$ cat config.mk
export PLATFORM = sky130hd
export DESIGN_NAME = select_before_operate_table_unit
export DESIGN_NICKNAME = d
export VERILOG_FILES = /design/src/design/sbo_pkg.sv /design/src/design/sbo_entry_ram.sv /design/src/design/sbo_eval.sv /design/src/design/select_before_operate_table_unit.sv
export SDC_FILE = /design/constraint.sdc
export NUM_CORES = 2
export LEC_CHECK = 0
export ABC_CLOCK_PERIOD_IN_PS = 10000
export BUFFER_PORTS_ARGS = -buffer_cell sky130_fd_sc_hd__buf_2
export CORE_ASPECT_RATIO = 0.5
export CORE_MARGIN = 2
export CORE_UTILIZATION = 45
export CTS_CLUSTER_SIZE = 40
export DETAILED_ROUTE_END_ITERATION = 16
export PLACE_DENSITY = 0.64
export SYNTH_ARGS = -nofsm -noshare
export SYNTH_HDL_FRONTEND = slang
export SYNTH_SLANG_ARGS = --single-unit
$ cat constraint.sdc
create_clock -name clk -period 10 [get_ports clk]
set_input_delay 1 -clock clk [delete_from_list [all_inputs] [get_ports clk]]
set_output_delay 1 -clock clk [all_outputs]
set_load 0.02 [all_outputs]
$ cat src/design/sbo_pkg.sv
// shared types and constants of the select-before-operate table
package sbo_pkg;

	localparam logic [31:0] DEFAULT_TIMEOUT_RESET = 32'd30000;

	typedef enum logic [1:0] {
		OP_REGISTER = 2'd0,
		OP_SELECT   = 2'd1,
		OP_OPERATE  = 2'd2,
		OP_CANCEL   = 2'd3
	} op_t;

	typedef enum logic [2:0] {
		ST_OK           = 3'd0,
		ST_NOT_SELECTED = 3'd1,
		ST_TIMED_OUT    = 3'd2,
		ST_FULL         = 3'd3,
		ST_UNREGISTERED = 3'd4
	} status_t;

	typedef enum logic {
		FSM_IDLE = 1'b0,
		FSM_EXEC = 1'b1
	} fsm_t;

	// one table entry as held in the ram
	typedef struct packed {
		logic [31:0] tmo_ms;
		logic [31:0] sel_ms;
	} entry_t;

	// one input beat after capture
	typedef struct packed {
		op_t         op;
		logic [5:0]  idx;
		logic [31:0] tmo_ms;
		logic        is_bool;
		logic        cmd;
		logic        test;
		logic [31:0] now_ms;
	} item_t;

	// table facts the evaluator needs about the addressed point
	typedef struct packed {
		logic       full;
		logic       registered;
		logic       flag;
		logic [5:0] slot;
	} ctx_t;

	// writeback requests from the evaluator
	typedef struct packed {
		logic   mem_we;
		entry_t entry;
		logic   flag_we;
		logic   flag_val;
		logic   count_inc;
	} upd_t;

	// one result beat
	typedef struct packed {
		logic       cmd;
		logic       fired;
		logic [5:0] assigned;
		status_t    status;
	} res_t;

endpackage

$ cat src/design/sbo_entry_ram.sv
// table ram holding select time and timeout of each point, registered read
module sbo_entry_ram import sbo_pkg::*; #(
	parameter int DEPTH = 64,
	parameter int AW = 6
) (
	input  logic          clk,
	input  logic          we,
	input  logic [AW-1:0] waddr,
	input  entry_t        wdata,
	input  logic          re,
	input  logic [AW-1:0] raddr,
	output entry_t        rdata
);

	entry_t mem [DEPTH];
	entry_t rdata_q;

	// write port
	always_ff @(posedge clk) begin
		if (we) begin
			mem[waddr] <= wdata;
		end
	end

	// registered read port
	always_ff @(posedge clk) begin
		if (re) begin
			rdata_q <= mem[raddr];
		end
	end

	assign rdata = rdata_q;

endmodule

$ cat src/design/sbo_eval.sv
// decides the result of one command and the table updates it causes
module sbo_eval import sbo_pkg::*; (
	input  item_t       item,
	input  ctx_t        ctx,
	input  entry_t      rd,
	input  logic [31:0] dflt_ms,
	output res_t        res,
	output upd_t        upd
);

	logic [31:0] elapsed;

	// elapsed time wraps modulo 2^32
	assign elapsed = item.now_ms - rd.sel_ms;

	// command decode
	always_comb begin
		res.status   = ST_OK;
		res.assigned = item.idx;
		res.fired    = 1'b0;
		res.cmd      = 1'b0;
		upd.mem_we    = 1'b0;
		upd.entry     = rd;
		upd.flag_we   = 1'b0;
		upd.flag_val  = 1'b0;
		upd.count_inc = 1'b0;
		case (item.op)
			OP_REGISTER: begin
				if (ctx.full) begin
					res.status = ST_FULL;
				end else begin
					upd.mem_we       = 1'b1;
					upd.entry.tmo_ms = (item.tmo_ms != 32'd0) ? item.tmo_ms : dflt_ms;
					upd.entry.sel_ms = 32'd0;
					upd.flag_we      = 1'b1;
					upd.count_inc    = 1'b1;
					res.assigned     = ctx.slot;
				end
			end
			default: begin
				if (!ctx.registered) begin
					res.status = ST_UNREGISTERED;
				end else if (!item.test) begin
					case (item.op)
						OP_SELECT: begin
							upd.mem_we       = 1'b1;
							upd.entry.sel_ms = item.now_ms;
							upd.flag_we      = 1'b1;
							upd.flag_val     = 1'b1;
						end
						OP_OPERATE: begin
							if (!ctx.flag) begin
								res.status = ST_NOT_SELECTED;
							end else if (elapsed > rd.tmo_ms) begin
								res.status  = ST_TIMED_OUT;
								upd.flag_we = 1'b1;
							end else begin
								upd.mem_we       = 1'b1;
								upd.entry.sel_ms = 32'd0;
								upd.flag_we      = 1'b1;
								res.fired        = 1'b1;
								res.cmd          = item.is_bool & item.cmd;
							end
						end
						default: begin
							upd.mem_we       = 1'b1;
							upd.entry.sel_ms = 32'd0;
							upd.flag_we      = 1'b1;
						end
					endcase
				end
			end
		endcase
	end

endmodule

$ cat src/design/select_before_operate_table_unit.sv
// Select-before-operate control table: register, select, operate and cancel commands on up
// to POINTS control points. Each command beat has the point's entry read from the ram as it
// is accepted, then is evaluated and written back once the output register is free; the unit
// then takes the next beat. The result waits in an output register; a second command is
// accepted meanwhile but its evaluation holds until the pending result is taken. Selected
// flags live in flip-flops cleared by reset, so no clearing pass follows reset.
// default_timeout_ms may only be written while no command is in flight.
module select_before_operate_table_unit import sbo_pkg::*; #(
	parameter int POINTS = 64
) (
	input  logic        clk,
	input  logic        arst_n,
	// configuration: default_timeout_ms
	input  logic        cfg_wr_en,
	input  logic [31:0] cfg_wr_data,
	// command beats
	input  logic        s_tvalid,
	output logic        s_tready,
	// point_index[5:0], timeout_ms[37:6], command_value[38], now_ms[70:39], zero fill
	input  logic [71:0] s_tdata,
	// operation[1:0], value_is_boolean[2], test_mode[3]
	input  logic [3:0]  s_tuser,
	// result beats
	output logic        m_tvalid,
	input  logic        m_tready,
	// status[2:0], assigned_index[8:3], operate_fired[9], command_out[10], zero fill
	output logic [15:0] m_tdata
);

	localparam int AW = (POINTS > 1) ? $clog2(POINTS) : 1;
	localparam int CW = $clog2(POINTS + 1);
	localparam int IW = (AW > 6) ? AW : 6;
	localparam int KW = (CW > 6) ? CW : 6;

	fsm_t        state_q, state_d;
	item_t       item_s1, item_in;
	logic [CW-1:0] count_q;
	logic [POINTS-1:0] sel_q;
	logic [31:0] dflt_q;
	logic        m_valid_q;
	res_t        res_q, res;
	upd_t        upd;
	ctx_t        ctx;
	entry_t      rd;
	logic        accept, exec_go;
	logic [IW-1:0] idx_in_w, idx_s1_w;
	logic [AW-1:0] raddr, waddr, idx_a;

	// unpack the input beat
	assign item_in.op      = op_t'(s_tuser[1:0]);
	assign item_in.is_bool = s_tuser[2];
	assign item_in.test    = s_tuser[3];
	assign item_in.idx     = s_tdata[5:0];
	assign item_in.tmo_ms  = s_tdata[37:6];
	assign item_in.cmd     = s_tdata[38];
	assign item_in.now_ms  = s_tdata[70:39];

	// control fsm
	always_comb begin
		state_d  = state_q;
		s_tready = 1'b0;
		exec_go  = 1'b0;
		case (state_q)
			FSM_IDLE: begin
				s_tready = 1'b1;
				if (s_tvalid) begin
					state_d = FSM_EXEC;
				end
			end
			FSM_EXEC: begin
				if (!m_valid_q || m_tready) begin
					exec_go = 1'b1;
					state_d = FSM_IDLE;
				end
			end
			default: begin
				state_d = FSM_IDLE;
			end
		endcase
	end

	assign accept = s_tvalid & s_tready;

	always_ff @(posedge clk or negedge arst_n) begin
		if (!arst_n) begin
			state_q <= FSM_IDLE;
		end else begin
			state_q <= state_d;
		end
	end

	// capture the command beat
	always_ff @(posedge clk) begin
		if (accept) begin
			item_s1 <= item_in;
		end
	end

	// ram addresses from the point index, or from the fill count for a register
	assign idx_in_w = IW'(item_in.idx);
	assign idx_s1_w = IW'(item_s1.idx);
	assign raddr    = idx_in_w[AW-1:0];
	assign idx_a    = idx_s1_w[AW-1:0];
	assign waddr    = (item_s1.op == OP_REGISTER) ? count_q[AW-1:0] : idx_a;

	sbo_entry_ram #(
		.DEPTH (POINTS),
		.AW    (AW)
	) u_ram (
		.clk   (clk),
		.we    (exec_go & upd.mem_we),
		.waddr (waddr),
		.wdata (upd.entry),
		.re    (accept),
		.raddr (raddr),
		.rdata (rd)
	);

	// table facts for the addressed point
	assign ctx.full       = (count_q == CW'(POINTS));
	assign ctx.registered = (KW'(item_s1.idx) < KW'(count_q));
	assign ctx.flag       = sel_q[idx_a];
	assign ctx.slot       = 6'(count_q);

	sbo_eval u_eval (
		.item    (item_s1),
		.ctx     (ctx),
		.rd      (rd),
		.dflt_ms (dflt_q),
		.res     (res),
		.upd     (upd)
	);

	// count, selected flags and default timeout
	always_ff @(posedge clk or negedge arst_n) begin
		if (!arst_n) begin
			count_q <= '0;
			sel_q   <= '0;
			dflt_q  <= DEFAULT_TIMEOUT_RESET;
		end else begin
			if (cfg_wr_en) begin
				dflt_q <= cfg_wr_data;
			end
			if (exec_go && upd.count_inc) begin
				count_q <= count_q + CW'(1);
			end
			if (exec_go && upd.flag_we) begin
				sel_q[waddr] <= upd.flag_val;
			end
		end
	end

	// result register
	always_ff @(posedge clk or negedge arst_n) begin
		if (!arst_n) begin
			m_valid_q <= 1'b0;
		end else if (exec_go) begin
			m_valid_q <= 1'b1;
		end else if (m_tready) begin
			m_valid_q <= 1'b0;
		end
	end

	always_ff @(posedge clk) begin
		if (exec_go) begin
			res_q <= res;
		end
	end

	assign m_tvalid = m_valid_q;
	assign m_tdata  = {5'd0, res_q.cmd, res_q.fired, res_q.assigned, res_q.status};

`ifndef NO_ASSERTIONS
	// the fill count never passes the table size
	a_count_range: assert property (@(posedge clk) disable iff (!arst_n)
		KW'(count_q) <= KW'(POINTS))
		else $error("fill count beyond table size");

	// a finished command always leaves a result beat
	a_exec_result: assert property (@(posedge clk) disable iff (!arst_n)
		exec_go |=> m_valid_q)
		else $error("finished command left no result");

	// a successful register grows the count by one
	a_count_step: assert property (@(posedge clk) disable iff (!arst_n)
		exec_go && upd.count_inc |=> count_q == $past(count_q) + CW'(1))
		else $error("register did not advance the fill count");

	// a fired operate reports ok
	a_fired_ok: assert property (@(posedge clk) disable iff (!arst_n)
		m_valid_q && res_q.fired |-> res_q.status == ST_OK)
		else $error("operate fired with a failure status");

	// no result is overwritten before it is taken
	a_no_overwrite: assert property (@(posedge clk) disable iff (!arst_n)
		exec_go |-> !m_valid_q || m_tready)
		else $error("pending result overwritten");
`endif

endmodule
---- Word level (Yosys, flattened, before mapping) ----
Memories as Yosys holds them, arrays and structs flattened. A register that Yosys moved wholly into a read port is not among the register bits.
Index checks and enable logic that the tools add are counted.
storage, ports and cells
  bits in writable memories ............... 4096
  output and inout bits ................... 18
  register bits ........................... 191
  input bits .............................. 113
  memories kept ........................... 1
memories
  memory     words  width  read ports  clocked after Yosys merged registers in  write ports  line                 RTL
  u_ram.mem  64     64     1           1                                        1            sbo_entry_ram.sv:15  entry_t mem [DEPTH];
operators by class
  reductions and logical operators ........ 10
  bitwise gates (word level) .............. 7
  mux-type cells .......................... 45
  $lt $le $gt $ge ......................... 5
  add/sub/neg operators ................... 2
  equality and inequality tests ........... 3
operators by type and width
  cell                                                               number
  two-way mux 32 bit                                                 3
  two-way mux 34 bit                                                 2
  two-way mux 33 bit                                                 2
  two-way mux 66 bit                                                 1
  case mux 33 bit (2 select lines)                                   1
  bitwise mux 64 bit                                                 1
  > comparator 32 bit                                                1
  nonzero test 32 bit                                                1
  subtractor 32 bit                                                  1
  two-way mux 1 bit                                                  22
  two-way mux 6 bit                                                  3
  two-way mux 3 bit                                                  5
  < comparator 6 x 7 -> 1 bit, second input constant                 2
  adder 7 x 1 -> 7 bit, second input constant                        1
  == test 7 bit, second input constant                               1
  < comparator 6 x 7 -> 1 bit                                        1
  binary-select mux 1 bit (select 6 bit)                             1
  demux 1 bit (select 6 bit)                                         1
  greater-or-equal comparator 6 x 1 -> 1 bit, second input constant  1
  OR reduction 6 bit                                                 1
  OR reduction 5 bit                                                 1
  two-way mux 2 bit                                                  2
  NOT 1 bit                                                          4
  bitwise AND 1 bit                                                  3
  other kinds (8)                                                    10

---- Logic depth before layout (Yosys ltp) ----
  word-level depth ........................ 11
  gate-level depth with buffers ........... 25
  gate-level depth less buffers ........... 23

---- Hierarchy ----
A second synthesis with hierarchy kept.
second synthesis, totals
  cells, all modules ...................... 7666
  area total of the unflattened synthesis .. 168530.4 µm²
modules (own cells, without submodules)
  module                            cells each  area each (µm²)  instances  sequential area each (µm²)
  sbo_entry_ram                     6598        156989.3         1          124919.8
  select_before_operate_table_unit  500         7850.0           1          5218.8
  sbo_eval                          568         3691.0           1          0.0

---- Least setup slack after synthesis ----
Ideal clock, no wire load.
  kind .................................... reg-to-reg
  from .................................... register item_s1[0] (netlist bit)
  to ...................................... memory u_ram.mem[0][29] (netlist bit) (data pin)
  required time ........................... 9260 ps
  path buffers ............................ 1
  arrival ................................. 7164 ps
  library setup time ...................... 740 ps
  cell stages (with the launch flop) ...... 25
  slack ................................... 2096 ps
  cell sequence ........................... edfxtp_1 -> inv_1 -> ha_1 -> inv_1 -> fa_1 -> a21oi_1 -> o211ai_1 -> a22oi_1 -> o221ai_1 -> a211oi_1 -> o21ai_0 -> a221o_1 -> a21oi_1 -> xnor2_1 -> ha_1 -> nand4_1 -> nor2_1 -> inv_1 -> o22ai_1 -> o221ai_1 -> o211ai_1 -> a211oi_2 -> and2_0 -> buf_2 -> a221oi_1
RTL lines
  item                    line                                    RTL
  start, declared         select_before_operate_table_unit.sv:36  item_t item_s1, item_in;
  start signal, assigned  select_before_operate_table_unit.sv:95  item_s1 <= item_in;
  end, declared           sbo_entry_ram.sv:15

---- Worst setup path after layout ----
  from .................................... register item_s1[0] (netlist bit)
  to ...................................... memory u_ram.mem[10][43] (netlist bit), enable pin
on the way
  word-level cells in the longest chain between the ends .. 11
RTL lines
  item                                     line                                     RTL
  subtractor 32 bit                        sbo_eval.sv:14                           assign elapsed = item.now_ms - rd.sel_ms;
  > comparator 32 bit                      sbo_eval.sv:54                           end else if (elapsed > rd.tmo_ms) begin
  two-way mux 1 bit                        sbo_eval.sv:54
  two-way mux 1 bit                        sbo_eval.sv:52                           if (!ctx.flag) begin
  two-way mux 1 bit                        sbo_eval.sv:44                           case (item.op)
  two-way mux 1 bit                        sbo_eval.sv:43                           end else if (!item.test) begin
  two-way mux 1 bit                        sbo_eval.sv:41                           if (!ctx.registered) begin
  two-way mux 1 bit                        sbo_eval.sv:27                           case (item.op)
  bitwise AND 1 bit                        select_before_operate_table_unit.sv:111  .we (exec_go & upd.mem_we),
  two-way mux 1 bit                        sbo_entry_ram.sv:20                      if (we) begin
  two-way mux 1 bit (implied by the code)  sbo_entry_ram.sv:21                      mem[waddr] <= wdata;
Every way passes these cells.

==> key figures <==
Floorplanning
  – Die height: 437 um
  – Core Area: 372,000 sq um
  – I/O pin count: 131
  – Die Wd: 869 um
  – Placement row count: 158
  – Die ar.: 379,000 sq um
  – Initial cell density of the core: 45.3%

Timing
  – Endpoints failing setup: 0
  – RSZ-0062 raised after global routing: false
  – Max Clk Rate: 114 MHz
  – Hold Vio Cnt, Final: 0
  – Tcrit/Tclk final: 87.9%
  – Worst clock skew: 66.6 ps
  – Post-Route Setup TNS: 0 ps
  – Slew Limit Fails: 0
  – Max_slew headroom: 8.97%
  – PnR worst setup slack: 1210 ps
  – Worst-Margin Slew: 1360 ps
  – Minimum clock period: 8790 ps

Global routing
  – Initial antenna violation count: 20
  – Largest net degree at the start of global routing: 133
  – Vias in the first global route: 78,300
  – First-pass GRT wire length: 628,000 um
  – Grt ovf: 0
  – Total GRT Usage: 23.6%

Detailed routing
  – Number of DRC markers in iteration 0: 11,300
  – Drc violations: 0
  – Via count: 80,100
  – Post-route ant nets: 0
  – DR vias/cell: 6.27
  – Drt wl/cell: 35.5 um
  – Initial DRT Pass Iterations: 7
  – Total Wirelength: 453,000 um

Synthesis
  – Post-Syn Area per Cell: 23.9 sq um
  – Post-synth top area cell: edfxtp_1
  – Yosys warnings: 0
  – Top area cells in the synthesized netlist: edfxtp_1, mux4_2, dfrtp_1
  – Synthesized cell area: 168,000 sq um
  – Post-synthesis async set-or-reset flop share: 2.41%
  – Gate Count Post-Synth: 7,060
  – Yosys reg bits: 4,351
  – Distinct cell type count after synthesis: 65
  – EDFF count, synth: 4,246
  – Synth Flop Type: edfxtp_1
  – Top cell type's share of synthesized area: 75.7%
  – Seq/Total Area, Yosys: 77.3%

Critical path
  – CP max FO: 27
  – R2r worst-path depth: 23
  – Critical Path AT: 9380 ps
  – Crit end category: flop
  – Worst setup SP type: flop
  – WP data required: 10,590 ps
  – Setup CP Type: flop to flop
  – Reg2Reg Setup Slack: 1210 ps

Hold path
  – Hold Path Class: input pin to asynchronous set/reset pin

CTS
  – Cts hold-fix bufs: 0
  – Clk pin slew, worst setup/hold paths: 60 ps
  – CTS tree: yes
  – Post-CTS setup buffers: 0
  – Worst-skew pair later-pin latency: 950 ps
  – H-tree depth: 5
  – Cts bufs inserted: 389
  – Clock Sinks: 4,351
  – PostCTS Resize Cnt: 0
  – Deepest clock path buffer count: 4
  – Clock root buffer: clkbuf_16

Place
  – Placed wire-length estimate: 257,000 um
  – Port bufs: 124
  – Post-Place Setup Slack: 1530 ps
  – Final GP Congestion: 0.868

Final layout
  – Most frequent cells in the layout: edfxtp_1, mux4_2, clkbuf_16
  – Commonest non-fill, non-tap cell in the layout: edfxtp_1
  – Layout cells sized above 1: 32.0%
  – Syn-to-layout area delta: 13.1%
  – Nets: 7,686

Status
  – Status: finished, final reports clean

Pwr
  – Reg power frac: 52.7%
  – Switch Pwr: 10.3 mW
  – PwrDens: 218 nW/um^2
  – Comb power frac: 11.6%
  – Switching share of power: 24.8%
  – Clock share of power: 35.7%
  – Max VDD drop: 0.000148 V
  – Cell-internal power: 31.2 mW
  – Static leakage: 59.5 nW

Flow run
  – Max_cap viols: 0
-- power by group through the flow --
stage / Combinational (mW) / Sequential [mW] / Clock [mW]
4_1_cts: 4.82 / 21.9 / 15.0
3_3_place_gp: 4.70 / 22.2 / 0
5_1_grt: 5.11 / 21.9 / 15.7
2_1_floorplan: 2.56 / 22.4 / 0
6_report: 4.81 / 21.9 / 14.8
3_5_place_dp: 4.81 / 22.3 / 0
-- final timing paths --
kind,from,end
worst min register to register,sel_q[30],sel_q[30]
worst max register to register,item_s1[0],u_ram.mem[10][43]
worst max-delay path,item_s1[0],u_ram.mem[10][43]
min in group clk,s_tdata[34],item_s1[63]
max in group asynchronous,arst_n,dflt_q[18]
worst min-delay path,arst_n,m_tvalid
-- cells by family (layout without fill, tap and decap cells) --
group	Yosys count	in the layout	share of synthesized area, %
buffers and inverters	458	1198	1.05
AO/OA/AOI/OAI	396	396	1.53
other	1	20	0.00223
flip-flops	4351	4351	77.3
XOR/XNOR	35	35	0.182
adder cells (fa/ha/maj)	74	74	0.554
AND/OR/NAND/NOR	342	342	0.897
multiplexers	1403	1403	18.5
-- sequential cells by signal, indices dropped and copies added (netlist names) --
name and flops:
m_tdata 11, sel_q 64, m_tvalid 1, dflt_q 32
idx_a 6, state_q 1, u_ram.mem 4096, count_q 7
item_s1 69, u_ram.rdata 64
-- per-stage QoR --
stage               util, %  instances  power, mW  cell area, sq um  hold WS (ps)
CTS                    51.3      12800       41.7            190000           143
finish                 51.3      12800       41.5            191000           154
global route           51.3      12800       42.7            190000           186
global placement       47.9      12100       27.0            178000           482
floorplan                 -       7064       24.9            168000           464
detailed placement     47.9      12100       27.1            178000           493
-- cells in the mapped netlist, types with 6 or more instances --
cell and count:
xnor2_1 29, nand3_1 43, mux4_1 7, buf_1 80, o21ai_0 146, xor2_1 6
a31oi_1 7, nor2b_1 12, mux2_2 36, a221oi_2 28, a21o_1 27, nand4_1 12
dfstp_2 7, nand2_1 122, nand2b_1 8, o211ai_1 6, clkbuf_1 280, ha_1 73
a21oi_1 109, nor3_1 6, edfxtp_1 4246, mux4_2 1356, nor4_1 8, inv_1 86
a211oi_1 37, dfrtp_1 98, nor2_1 113
-- layout make-up --
class / instances / area, sq um
flip-flops and latches: 4351 / 130000
multi-input cells: 2255 / 37800
fillers: 28500 / 181000
well taps: 4960 / 6210
diodes: 15 / 37.5
clock inverters: 221 / 2050
clock buffers: 475 / 10200
repair buffers: 416 / 3740
inverters: 86 / 323
-- critical path, cell delays in order, from the launching register on --
cell	delay, ps
edfxtp_1	420
inv_1	80
ha_1	340
inv_1	90
fa_1	420
a21oi_1	310
o211ai_1	170
a22oi_1	310
o221ai_1	380
a211oi_1	630
o21ai_0	320
a221o_1	390
a21oi_1	190
xnor2_1	90
ha_1	300
nand4_1	90
nor2_1	210
nand4_1	380
nor3b_1	290
a211oi_2	550
nand2_4	560
buf_4	500
nor2_4	980
buf_4	440
-- per-layer routing --
metal | GRT usage [%] | wire length [um] | up-vias
met4 | 7.87 | 17200 | 6
met5 | 0 | 34 | -
met1 | 34.2 | 181000 | 43900
met2 | 36.7 | 212000 | 4251
li1 | - | - | 31300
met3 | 4.37 | 42800 | 643
(Power assumes the default switching activity.)
